File: config.mk
export PLATFORM = sky130hd
export DESIGN_NAME = dynamic_priority_tick_scheduler_top
export DESIGN_NICKNAME = d
export VERILOG_FILES = /design/src/hdl/dpts_pkg.sv /design/src/hdl/dynamic_priority_tick_scheduler_top.sv
export SDC_FILE = /design/constraint.sdc
export NUM_CORES = 1
export LEC_CHECK = 0
export ABC_AREA = 1
export BUFFER_PORTS_ARGS = -buffer_cell sky130_fd_sc_hd__buf_2
export CORE_MARGIN = 2
export CORE_UTILIZATION = 50
export CTS_CLUSTER_DIAMETER = 100
export DETAILED_ROUTE_END_ITERATION = 16
export PLACE_DENSITY = 0.67
export SLEW_MARGIN = 40
export SYNTH_ARGS = -nofsm -noshare
export SYNTH_HDL_FRONTEND = slang
export SYNTH_SLANG_ARGS = --single-unit
File: constraint.sdc
create_clock -name clock -period 12.2 [get_ports clock]
set_input_delay 1.22 -clock clock [delete_from_list [all_inputs] [get_ports clock]]
set_output_delay 1.22 -clock clock [all_outputs]
set_load 0.1 [all_outputs]
File: src/hdl/dpts_pkg.sv
`timescale 1ns / 1ps
`default_nettype none

package dpts_pkg;

   localparam int NUM_SLOTS_DEF = 8;
   localparam int SLOT_W        = 3;
   localparam int PRIO_W        = 16;
   localparam int TIME_W        = 16;
   localparam int CFG_W         = 8;
   localparam int CSR_IDX_W     = 1;

   localparam logic [CFG_W-1:0]  RUN_PENALTY_RST = 8'd3;
   localparam logic [CFG_W-1:0]  AGING_STEP_RST  = 8'd1;
   localparam logic signed [PRIO_W-1:0] END_PRIORITY = -16'sd1;
   localparam logic signed [PRIO_W-1:0] PRIO_MAX     = 16'sh7fff;
   localparam logic signed [PRIO_W-1:0] PRIO_MIN     = -16'sh8000;

   localparam logic [CSR_IDX_W-1:0] CSR_RUN_PENALTY = 1'd0;
   localparam logic [CSR_IDX_W-1:0] CSR_AGING_STEP  = 1'd1;

   localparam logic MODE_LOAD = 1'b0;
   localparam logic MODE_TICK = 1'b1;

   typedef struct packed {
      logic signed [PRIO_W-1:0] prio;
      logic [TIME_W-1:0]        remaining;
      logic [TIME_W-1:0]        used;
   } slot_entry_type;

   typedef enum logic [3:0] {
      ST_IDLE   = 4'b0001,
      ST_SCAN   = 4'b0010,
      ST_UPDATE = 4'b0100,
      ST_REPLY  = 4'b1000
   } state_type;

   function automatic logic signed [PRIO_W-1:0] sat_prio(input logic signed [PRIO_W+1:0] v);
      logic signed [PRIO_W-1:0] r;
      if (v > $signed({{2{PRIO_MAX[PRIO_W-1]}}, PRIO_MAX})) begin
         r = PRIO_MAX;
      end else if (v < $signed({{2{PRIO_MIN[PRIO_W-1]}}, PRIO_MIN})) begin
         r = PRIO_MIN;
      end else begin
         r = v[PRIO_W-1:0];
      end
      return r;
   endfunction

endpackage

`default_nettype wire

File: src/hdl/dynamic_priority_tick_scheduler_top.sv
// Dynamic priority scheduler with aging over NUM_SLOTS process slots. A load word
// (mode 0) writes one slot while the block is idle and returns nothing. A tick word
// (mode 1) returns one result word, and the input is stalled until that word has been
// registered at the output. The slot table lives in one memory with a single read
// port and a registered read. It is swept once to find the highest-priority
// unfinished slot and, if one is found, once more to charge the runner and age the
// waiting slots. Each sweep drains the read pipeline before it ends. One word is
// worked on at a time; a finished result waits in the output register while the next
// word is taken, and a tick holds in its reply state while that register is still
// stalled. Entries of slots never loaded are read by the sweeps but ignored, since
// such slots stay done, so no clearing pass follows reset.
// Configuration writes are always taken (csr_ready is tied high) and must only be
// issued while the block is idle.
`timescale 1ns / 1ps
`default_nettype none

module dynamic_priority_tick_scheduler_top #(
   parameter int NUM_SLOTS = dpts_pkg::NUM_SLOTS_DEF
) (
   input  wire logic                                  clock,
   input  wire logic                                  reset,
   input  wire logic                                  req_valid,
   output logic                                       req_stall,
   input  wire logic                                  req_mode,
   input  wire logic [dpts_pkg::SLOT_W-1:0]           req_slot,
   input  wire logic signed [dpts_pkg::PRIO_W-1:0]    req_start_priority,
   input  wire logic [dpts_pkg::TIME_W-1:0]           req_burst,
   output logic                                       rsp_valid,
   input  wire logic                                  rsp_stall,
   output logic                                       rsp_picked_valid,
   output logic [dpts_pkg::SLOT_W-1:0]                rsp_picked_slot,
   output logic                                       rsp_picked_finished,
   output logic [dpts_pkg::TIME_W-1:0]                rsp_picked_used,
   output logic                                       rsp_all_done,
   output logic [dpts_pkg::TIME_W-1:0]                rsp_tick_count,
   input  wire logic                                  csr_valid,
   output logic                                       csr_ready,
   input  wire logic [dpts_pkg::CSR_IDX_W-1:0]        csr_index,
   input  wire logic [dpts_pkg::CFG_W-1:0]            csr_data
);

   localparam int AW = $clog2(NUM_SLOTS);
   localparam int XW = AW + dpts_pkg::SLOT_W;
   localparam logic [AW:0] LAST_CNT = (AW+1)'(NUM_SLOTS);

   dpts_pkg::state_type state_ff, state_in;

   dpts_pkg::slot_entry_type slot_mem_ff [NUM_SLOTS];
   dpts_pkg::slot_entry_type rd_data_ff;
   dpts_pkg::slot_entry_type mem_wd;
   logic [AW-1:0]            mem_wa;
   logic                     mem_we;
   logic [AW-1:0]            rd_addr;

   logic [NUM_SLOTS-1:0]     done_ff, done_in;
   logic [AW:0]              cnt_ff, cnt_in;
   logic                     pend_ff, pend_in;
   logic [AW-1:0]            pend_addr_ff, pend_addr_in;
   logic                     found_ff, found_in;
   logic [AW-1:0]            best_idx_ff, best_idx_in;
   logic signed [dpts_pkg::PRIO_W-1:0] best_prio_ff, best_prio_in;
   logic                     finished_ff, finished_in;
   logic [dpts_pkg::TIME_W-1:0] pick_used_ff, pick_used_in;
   logic [dpts_pkg::TIME_W-1:0] tick_cnt_ff, tick_cnt_in;
   logic [dpts_pkg::CFG_W-1:0]  run_penalty_ff, aging_step_ff;

   logic                     rsp_valid_ff, rsp_valid_in;
   logic                     rsp_picked_valid_ff, rsp_picked_valid_in;
   logic [dpts_pkg::SLOT_W-1:0] rsp_picked_slot_ff, rsp_picked_slot_in;
   logic                     rsp_picked_finished_ff, rsp_picked_finished_in;
   logic [dpts_pkg::TIME_W-1:0] rsp_picked_used_ff, rsp_picked_used_in;
   logic                     rsp_all_done_ff, rsp_all_done_in;
   logic [dpts_pkg::TIME_W-1:0] rsp_tick_count_ff, rsp_tick_count_in;

   logic                     issue;
   logic [XW-1:0]            ld_ext;
   logic [AW-1:0]            ld_addr;
   logic                     ld_ok;
   logic [XW-1:0]            best_ext;
   logic [dpts_pkg::TIME_W-1:0] rem_dec;
   logic [dpts_pkg::TIME_W-1:0] used_inc;
   logic signed [dpts_pkg::PRIO_W+1:0] prio_wide;
   logic signed [dpts_pkg::PRIO_W+1:0] prio_pen;
   logic signed [dpts_pkg::PRIO_W+1:0] prio_age;

   assign req_stall = (state_ff != dpts_pkg::ST_IDLE);
   assign csr_ready = 1'b1;

   assign rsp_valid           = rsp_valid_ff;
   assign rsp_picked_valid    = rsp_picked_valid_ff;
   assign rsp_picked_slot     = rsp_picked_slot_ff;
   assign rsp_picked_finished = rsp_picked_finished_ff;
   assign rsp_picked_used     = rsp_picked_used_ff;
   assign rsp_all_done        = rsp_all_done_ff;
   assign rsp_tick_count      = rsp_tick_count_ff;

   assign issue    = (cnt_ff < LAST_CNT);
   assign rd_addr  = cnt_ff[AW-1:0];
   assign ld_ext   = XW'(req_slot);
   assign ld_addr  = ld_ext[AW-1:0];
   assign ld_ok    = (32'(req_slot) < NUM_SLOTS);
   assign best_ext = XW'(best_idx_ff);
   assign rem_dec  = rd_data_ff.remaining - 1'b1;
   assign used_inc = rd_data_ff.used + 1'b1;
   assign prio_wide = $signed({{2{rd_data_ff.prio[dpts_pkg::PRIO_W-1]}}, rd_data_ff.prio});
   assign prio_pen  = prio_wide - $signed({10'b0, run_penalty_ff});
   assign prio_age  = prio_wide + $signed({10'b0, aging_step_ff});

   always_comb begin
      state_in     = state_ff;
      done_in      = done_ff;
      cnt_in       = cnt_ff;
      pend_in      = 1'b0;
      pend_addr_in = rd_addr;
      found_in     = found_ff;
      best_idx_in  = best_idx_ff;
      best_prio_in = best_prio_ff;
      finished_in  = finished_ff;
      pick_used_in = pick_used_ff;
      tick_cnt_in  = tick_cnt_ff;
      mem_we       = 1'b0;
      mem_wa       = pend_addr_ff;
      mem_wd       = rd_data_ff;
      rsp_valid_in           = rsp_valid_ff & rsp_stall;
      rsp_picked_valid_in    = rsp_picked_valid_ff;
      rsp_picked_slot_in     = rsp_picked_slot_ff;
      rsp_picked_finished_in = rsp_picked_finished_ff;
      rsp_picked_used_in     = rsp_picked_used_ff;
      rsp_all_done_in        = rsp_all_done_ff;
      rsp_tick_count_in      = rsp_tick_count_ff;

      unique case (state_ff)
         dpts_pkg::ST_IDLE: begin
            if (req_valid) begin
               if (req_mode == dpts_pkg::MODE_LOAD) begin
                  if (ld_ok) begin
                     mem_we           = 1'b1;
                     mem_wa           = ld_addr;
                     mem_wd.prio      = req_start_priority;
                     mem_wd.remaining = req_burst;
                     mem_wd.used      = '0;
                     done_in[ld_addr] = (req_burst == '0);
                  end
               end else begin
                  tick_cnt_in = tick_cnt_ff + 1'b1;
                  cnt_in      = '0;
                  found_in    = 1'b0;
                  finished_in = 1'b0;
                  state_in    = dpts_pkg::ST_SCAN;
               end
            end
         end
         dpts_pkg::ST_SCAN: begin
            if (issue) begin
               pend_in = 1'b1;
               cnt_in  = cnt_ff + 1'b1;
            end
            if (pend_ff && !done_ff[pend_addr_ff] &&
                (!found_ff || (rd_data_ff.prio > best_prio_ff))) begin
               found_in     = 1'b1;
               best_idx_in  = pend_addr_ff;
               best_prio_in = rd_data_ff.prio;
            end
            if (!issue && !pend_ff) begin
               cnt_in   = '0;
               state_in = found_ff ? dpts_pkg::ST_UPDATE : dpts_pkg::ST_REPLY;
            end
         end
         dpts_pkg::ST_UPDATE: begin
            if (issue) begin
               pend_in = 1'b1;
               cnt_in  = cnt_ff + 1'b1;
            end
            if (pend_ff && !done_ff[pend_addr_ff]) begin
               mem_we = 1'b1;
               if (pend_addr_ff == best_idx_ff) begin
                  mem_wd.used      = used_inc;
                  mem_wd.remaining = rem_dec;
                  pick_used_in     = used_inc;
                  if (rem_dec != '0) begin
                     mem_wd.prio = dpts_pkg::sat_prio(prio_pen);
                  end else begin
                     mem_wd.prio           = dpts_pkg::END_PRIORITY;
                     done_in[pend_addr_ff] = 1'b1;
                     finished_in           = 1'b1;
                  end
               end else begin
                  mem_wd.prio = dpts_pkg::sat_prio(prio_age);
               end
            end
            if (!issue && !pend_ff) begin
               state_in = dpts_pkg::ST_REPLY;
            end
         end
         dpts_pkg::ST_REPLY: begin
            if (!rsp_valid_ff || !rsp_stall) begin
               rsp_valid_in           = 1'b1;
               rsp_picked_valid_in    = found_ff;
               rsp_picked_slot_in     = found_ff ? best_ext[dpts_pkg::SLOT_W-1:0] : '0;
               rsp_picked_finished_in = finished_ff;
               rsp_picked_used_in     = found_ff ? pick_used_ff : '0;
               rsp_all_done_in        = &done_ff;
               rsp_tick_count_in      = tick_cnt_ff;
               state_in               = dpts_pkg::ST_IDLE;
            end
         end
         default: begin
            state_in = dpts_pkg::ST_IDLE;
         end
      endcase
   end

   always_ff @(posedge clock) begin
      if (mem_we) begin
         slot_mem_ff[mem_wa] <= mem_wd;
      end
      rd_data_ff <= slot_mem_ff[rd_addr];
   end

   always_ff @(posedge clock) begin
      if (reset) begin
         state_ff       <= dpts_pkg::ST_IDLE;
         done_ff        <= '1;
         cnt_ff         <= '0;
         pend_ff        <= 1'b0;
         found_ff       <= 1'b0;
         finished_ff    <= 1'b0;
         tick_cnt_ff    <= '0;
         run_penalty_ff <= dpts_pkg::RUN_PENALTY_RST;
         aging_step_ff  <= dpts_pkg::AGING_STEP_RST;
         rsp_valid_ff   <= 1'b0;
      end else begin
         state_ff     <= state_in;
         done_ff      <= done_in;
         cnt_ff       <= cnt_in;
         pend_ff      <= pend_in;
         found_ff     <= found_in;
         finished_ff  <= finished_in;
         tick_cnt_ff  <= tick_cnt_in;
         rsp_valid_ff <= rsp_valid_in;
         if (csr_valid) begin
            unique case (csr_index)
               dpts_pkg::CSR_RUN_PENALTY: run_penalty_ff <= csr_data;
               dpts_pkg::CSR_AGING_STEP:  aging_step_ff  <= csr_data;
               default: ;
            endcase
         end
      end
   end

   always_ff @(posedge clock) begin
      pend_addr_ff           <= pend_addr_in;
      best_idx_ff            <= best_idx_in;
      best_prio_ff           <= best_prio_in;
      pick_used_ff           <= pick_used_in;
      rsp_picked_valid_ff    <= rsp_picked_valid_in;
      rsp_picked_slot_ff     <= rsp_picked_slot_in;
      rsp_picked_finished_ff <= rsp_picked_finished_in;
      rsp_picked_used_ff     <= rsp_picked_used_in;
      rsp_all_done_ff        <= rsp_all_done_in;
      rsp_tick_count_ff      <= rsp_tick_count_in;
   end

`ifndef SYNTH
   a_pend_in_sweep: assert property (@(posedge clock) disable iff (reset)
      pend_ff |-> (state_ff == dpts_pkg::ST_SCAN || state_ff == dpts_pkg::ST_UPDATE))
      else $error("read pending outside a sweep");

   a_update_has_pick: assert property (@(posedge clock) disable iff (reset)
      (state_ff == dpts_pkg::ST_UPDATE) |-> found_ff)
      else $error("update sweep without a picked slot");

   a_finish_marks_done: assert property (@(posedge clock) disable iff (reset)
      (state_ff == dpts_pkg::ST_REPLY && finished_ff) |-> done_ff[best_idx_ff])
      else $error("finished slot not marked done");

   a_rsp_from_reply: assert property (@(posedge clock) disable iff (reset)
      $rose(rsp_valid_ff) |-> $past(state_ff == dpts_pkg::ST_REPLY))
      else $error("result word raised outside reply");

   a_idle_tick_all_done: assert property (@(posedge clock) disable iff (reset)
      (rsp_valid_ff && !rsp_picked_valid_ff) |-> rsp_all_done_ff)
      else $error("idle tick with unfinished slots");
`endif

endmodule

`default_nettype wire
Word level (Yosys, flattened, before mapping)
Memories as Yosys holds them, arrays and structs flattened. A register that Yosys moved wholly into a read port is not among the register bits.
Index checks and enable logic that the tools add are counted.
W data, S select, Z words.
Operators by class
  $add $sub $neg: 6
  order comparisons: 10
  eq/ne operators: 16
  multiplexer cells: 56
  bitwise logic cells: 4
  reduce and logical (&&, ||, !) cells: 32
Operators by type and width (number)
  $mux W48: 3
  $mux W16: 6
  $pmux W48 S2: 1
  $mux W4: 10
  $mux W8: 5
  $gt A17 B16 Y1 const B: 2
  $lt A17 B16 Y1 const B: 2
  $add A16 B1 Y16 const B: 2
  $mux W32: 1
  $ne A2 B2 Y1 const B: 10
  $add A16 B9 Y17: 1
  $mux W1: 17
  $sub A16 B9 Y17: 1
  $gt A16 B16 Y1: 1
  $logic_not A16 Y1: 1
  $pmux W4 S4: 1
  $pmux W8 S2: 1
  $reduce_bool A16 Y1: 1
  $sub A16 B1 Y16 const B: 1
  $pmux W4 S3: 1
  $reduce_and A6 Y1: 2
  $mux W3: 3
  $reduce_and A3 Y1: 3
  $bwmux W8: 1
  26 further kinds: 47
Word-level totals
  flip-flop bits (word level): 128
  bits in writable memories: 384
  input port bits: 50
  output and inout port bits: 41
  word-level logic and storage cells: 145
  memories kept: 1
Memory list
  slot_mem_ff: words 8, bits a word 48, rd ports 1, clocked after memory_dff 1, write ports 1, line dynamic_priority_tick_scheduler_top.sv:48  | dpts_pkg::slot_entry_type slot_mem_ff [NUM_SLOTS];

Depth between registers and ports, before layout
  depth after elaboration: 9
  gate-level depth with buffers: 16
  mapped depth without buffers: 16

Worst setup path after synthesis
Ideal clock, no wire load.
  path type: in2reg
  start point: in req_valid
  end point: mem slot_mem_ff[0][0] (netlist name), enable pin
  library setup time: 454 ps
  arrival time: 4039 ps
  data required time: 11746 ps
  path slack: 7708 ps
  cell stages on the path: 8
  buffers on the path: 1
  path through: inv_1 -> nor2_1 -> nand2_1 -> buf_2 -> nand2_1 -> o21ai_0 -> inv_1 -> nor2_1
On the way
  cells in the longest elaborated chain, start to end: 4
  elaborated cells between the ends (all ways): 6
  classes of those cells: 6 x mux
Ends and longest elaborated chain
  start, declared: line dynamic_priority_tick_scheduler_top.sv:22  | input wire logic req_valid,
  $mux W1: line dynamic_priority_tick_scheduler_top.sv:134  | if (req_valid) begin
  $pmux W1 S2: line dynamic_priority_tick_scheduler_top.sv:132  | unique case (state_ff)
  $mux W1: line dynamic_priority_tick_scheduler_top.sv:214  | if (mem_we) begin
  $mux W1 (not written as such): line dynamic_priority_tick_scheduler_top.sv:215  | slot_mem_ff[mem_wa] <= mem_wd;
  end, declared: line dynamic_priority_tick_scheduler_top.sv:48
Parallel ways exist; a longest one is shown, timed or not.

Worst setup path in the final report
  start point: reg state_ff[0]
  end point: mem slot_mem_ff[0][21] (netlist name), enable pin
On the way
  cells in the longest elaborated chain, start to end: 4
  elaborated cells between the ends (all ways): 6
  classes of those cells: 2 x eq/ne; 4 x mux
Ends and longest elaborated chain
  start, declared: line dynamic_priority_tick_scheduler_top.sv:46  | dpts_pkg::state_type state_ff, state_in;
  start signal, assigned: line dynamic_priority_tick_scheduler_top.sv:222  | state_ff <= dpts_pkg::ST_IDLE;
  start signal, assigned: line dynamic_priority_tick_scheduler_top.sv:233  | state_ff <= state_in;
  $eq A4 B3 Y1 / $eq A4 B1 Y1 (equally long branches): line dynamic_priority_tick_scheduler_top.sv:132
  $pmux W1 S2: line dynamic_priority_tick_scheduler_top.sv:132
  $mux W1: line dynamic_priority_tick_scheduler_top.sv:214
  $mux W1 (not written as such): line dynamic_priority_tick_scheduler_top.sv:215
Parallel ways exist; a longest one is shown, timed or not.

==> metrics.cfg <==
[status]
status=finished clean

[clock_network]
cts_setup_buffers=0
clkLatencyLatePin_ns=0.62
ctsHtreeMaxLevel=2
path_clk_slew_ns=0.06
cts_tree=built
root_buffer=clkbuf_16
cts.sinks=560
cts_buffer_depth=3
numCtsBuffers=55
cts_resized=0
ctsHoldBuffers=0

[setup_path]
path_delay_family=simple AND/OR/NAND/NOR gates
cp_common_cell=inv_1
worst-path-max-fanout=40
crit_buf_inv=4
worst_setup_path_end_kind=flip-flop
critPathSlowestCell=nor2_1
required_ns=12.44
criticalPathCategory=flip-flop to flip-flop
crit_path_max_incr_delay_ns=0.75
cp_cell_sequence=nor2_1, inv_1, nor3_2, inv_1, nor2_1, inv_1, nand2_1, nand3_1, nor2_4, buf_4
cp-start-kind=flip-flop
cp_data_arrival_time_ns=4.70

[synthesis]
synth_edf_count=457
synth_nets=2429
ys_seq_area_share_pct=64.4
synth_area_um2=24500
async_reset_ff_share_pct=0
yosysUniqueCellTypes=54
ys_warn_count=0
syn_inst=2340
ys_ff_latch=560
ys.flop_type=edfxtp_1
postSynthAreaPerCell_um2=10.5

[sta]
max_freq_ghz=0.224
setup_tns_ns=0
layout_min_cycle_time_ns=4.46
hold-worst-slack_ns=0.387
post-route-period-util_pct=36.5
hold_viol_final=0
slew_headroom_pct=45.6
grt_setup_unrepaired=false
tightest_slew_ns=0.813
drv_slew=0
setup_violations=0
clock_skew_ns=0.0205

[floorplan]
coreArea_um2=48600
start_util_pct=50.4
ios=91
die_w_um=225
fp.dieH_um=225
rows=81
dieArea_um2=50800

[routing]
viasPerCell=5.67
routed_wl_um=59100
antenna_left=0
drc=0
drt_iter0_markers=1539
dr_total_vias=17383
wl_per_cell_um=19.3
firstDrtPassIters=5

[pwr]
power_leakage_nw=10.4
ir_worst_vdd_mv=0.122
total_power_mw=6.56
p_per_area_nw_per_um2=239

[placement]
placed_area_um2=25500
dp_hpwl_um=35300
gp_congestion=0.904
port_buffers=89

[global_route]
antenna_found_initial=0
grt_max_degree=106
grt_first_pass_wirelength_um=91200
grt.total_usage_pct=23.2
overflow=0
grt_pass1_vias=16719

[layout]
drive_gt1_share_pct=10.9
multiInputGateArea_um2=7560
diodes=0
syn_to_final_growth_pct=12.2
regArea_um2=15800
n_fill_cell=4100
nets=2484
fin_area_um2=27500
utilization_pct=56.5

[run]
cap_violations=0

[worst_hold_path]
hold_path.class=flip-flop to flip-flop

cell usage after synthesis, types with 15 or more instances:
cell type / count / share of area (%)
a31oi_1: 49 / 1.3
nor3_1: 20 / 0.41
inv_1: 186 / 2.8
edfxtp_1: 457 / 56
nand2_1: 253 / 3.9
nand4_1: 40 / 1.0
o22ai_1: 58 / 1.5
buf_2: 15 / 0.31
xor2_1: 24 / 0.86
a21oi_1: 64 / 1.3
o21ai_0: 230 / 4.7
nand3_1: 106 / 2.2
ha_1: 37 / 1.9
dfxtp_1: 103 / 8.4
nor2_1: 453 / 6.9
clkbuf_1: 78 / 1.2
through the flow:
stage	setup WS (ns)	cells
after detailed placement	7.70	2959
after global routing	7.37	3064
final	7.74	3064
after CTS	7.68	3063
after global placement	7.78	2957
after floorplan	7.71	2340
layer usage:
metal  vias to the layer above  track usage (%)  share of wire [%]
met3                       119             2.96                6.3
met1                      8339             31.3                 43
li1                       8314                -                  -
met5                         -                0                  0
met2                       611             38.5                 47
met4                         0             8.44                3.0
worst paths after layout:
kind	from	to	slack (ns)	depth (start not counted)
max	state_ff[0]	slot_mem_ff[0][21]	7.74	10
min reg2reg	cnt_ff[2]	pend_addr_ff[2]	0.39	0
max reg2reg	state_ff[0]	slot_mem_ff[0][21]	7.74	10
min	cnt_ff[2]	pend_addr_ff[2]	0.39	0
registers in the layout, summed over array words and instances (netlist names), 3 cells and up:
signal,count
state_ff,4
pick_used_ff,16
rsp_picked_used,16
slot_mem_ff,384
best_idx_ff,3
pend_addr_ff,3
run_penalty_ff,8
rd_data_ff,32
cnt_ff,4
prio_wide,16
done_ff,8
tick_cnt_ff,16
rsp_tick_count,16
best_prio_ff,16
rsp_picked_slot,3
aging_step_ff,8
power by group:
part | leakage [nW] | switching, mW | total (mW) | internal, mW
clock network | 0.924 | 0.747 | 1.80 | 1.06
registers | 5.00 | 0.215 | 2.88 | 2.66
logic | 4.43 | 1.38 | 1.88 | 0.500
cell usage in the layout, fill, tap and decap left out, types with 5 or more instances in the layout:
master,count
clkinv_2,8
clkinv_1,10
xor2_1,24
clkinvlp_4,9
xnor2_1,14
edfxtp_1,457
a31oi_1,49
inv_2,15
buf_4,8
inv_6,6
nor2_1,444
dfxtp_1,100
buf_6,9
a221oi_1,13
nor2_4,17
nor3_1,20
bufinv_16,10
clkbuf_16,55
nor2_2,7
buf_2,89
o21ai_0,230
nand2_1,253
ha_1,37
o21ai_1,8
o22ai_1,58
nand3_1,106
a21oi_1,64
nor4_1,5
o31ai_1,14
inv_1,182
clkbuf_1,5
nand4_1,40
a22oi_1,5
nand2_2,6
o221ai_1,14
final cells by class:
cell class | count | area share, %
repair buffers | 109 | 2.41
multi-input cells | 1468 | 27.5
clock buffers | 61 | 5.12
well taps | 622 | 2.83
inverters | 201 | 2.77
flip-flops and latches | 560 | 57.4
clock inverters | 43 | 1.93
cell families (layout without fill, tap and decap cells):
kind of cell | count (synthesis) | after routing | share of synthesized area [%]
flip-flops | 560 | 560 | 64.4
buffers and inverters | 312 | 414 | 5.03
adder cells (fa/ha/maj) | 39 | 39 | 2.05
XOR/XNOR | 40 | 40 | 1.49
AO/OA/AOI/OAI | 465 | 465 | 10.8
other | 1 | 1 | 0.0153
AND/OR/NAND/NOR | 923 | 923 | 16.2
(Power assumes the default switching activity.)
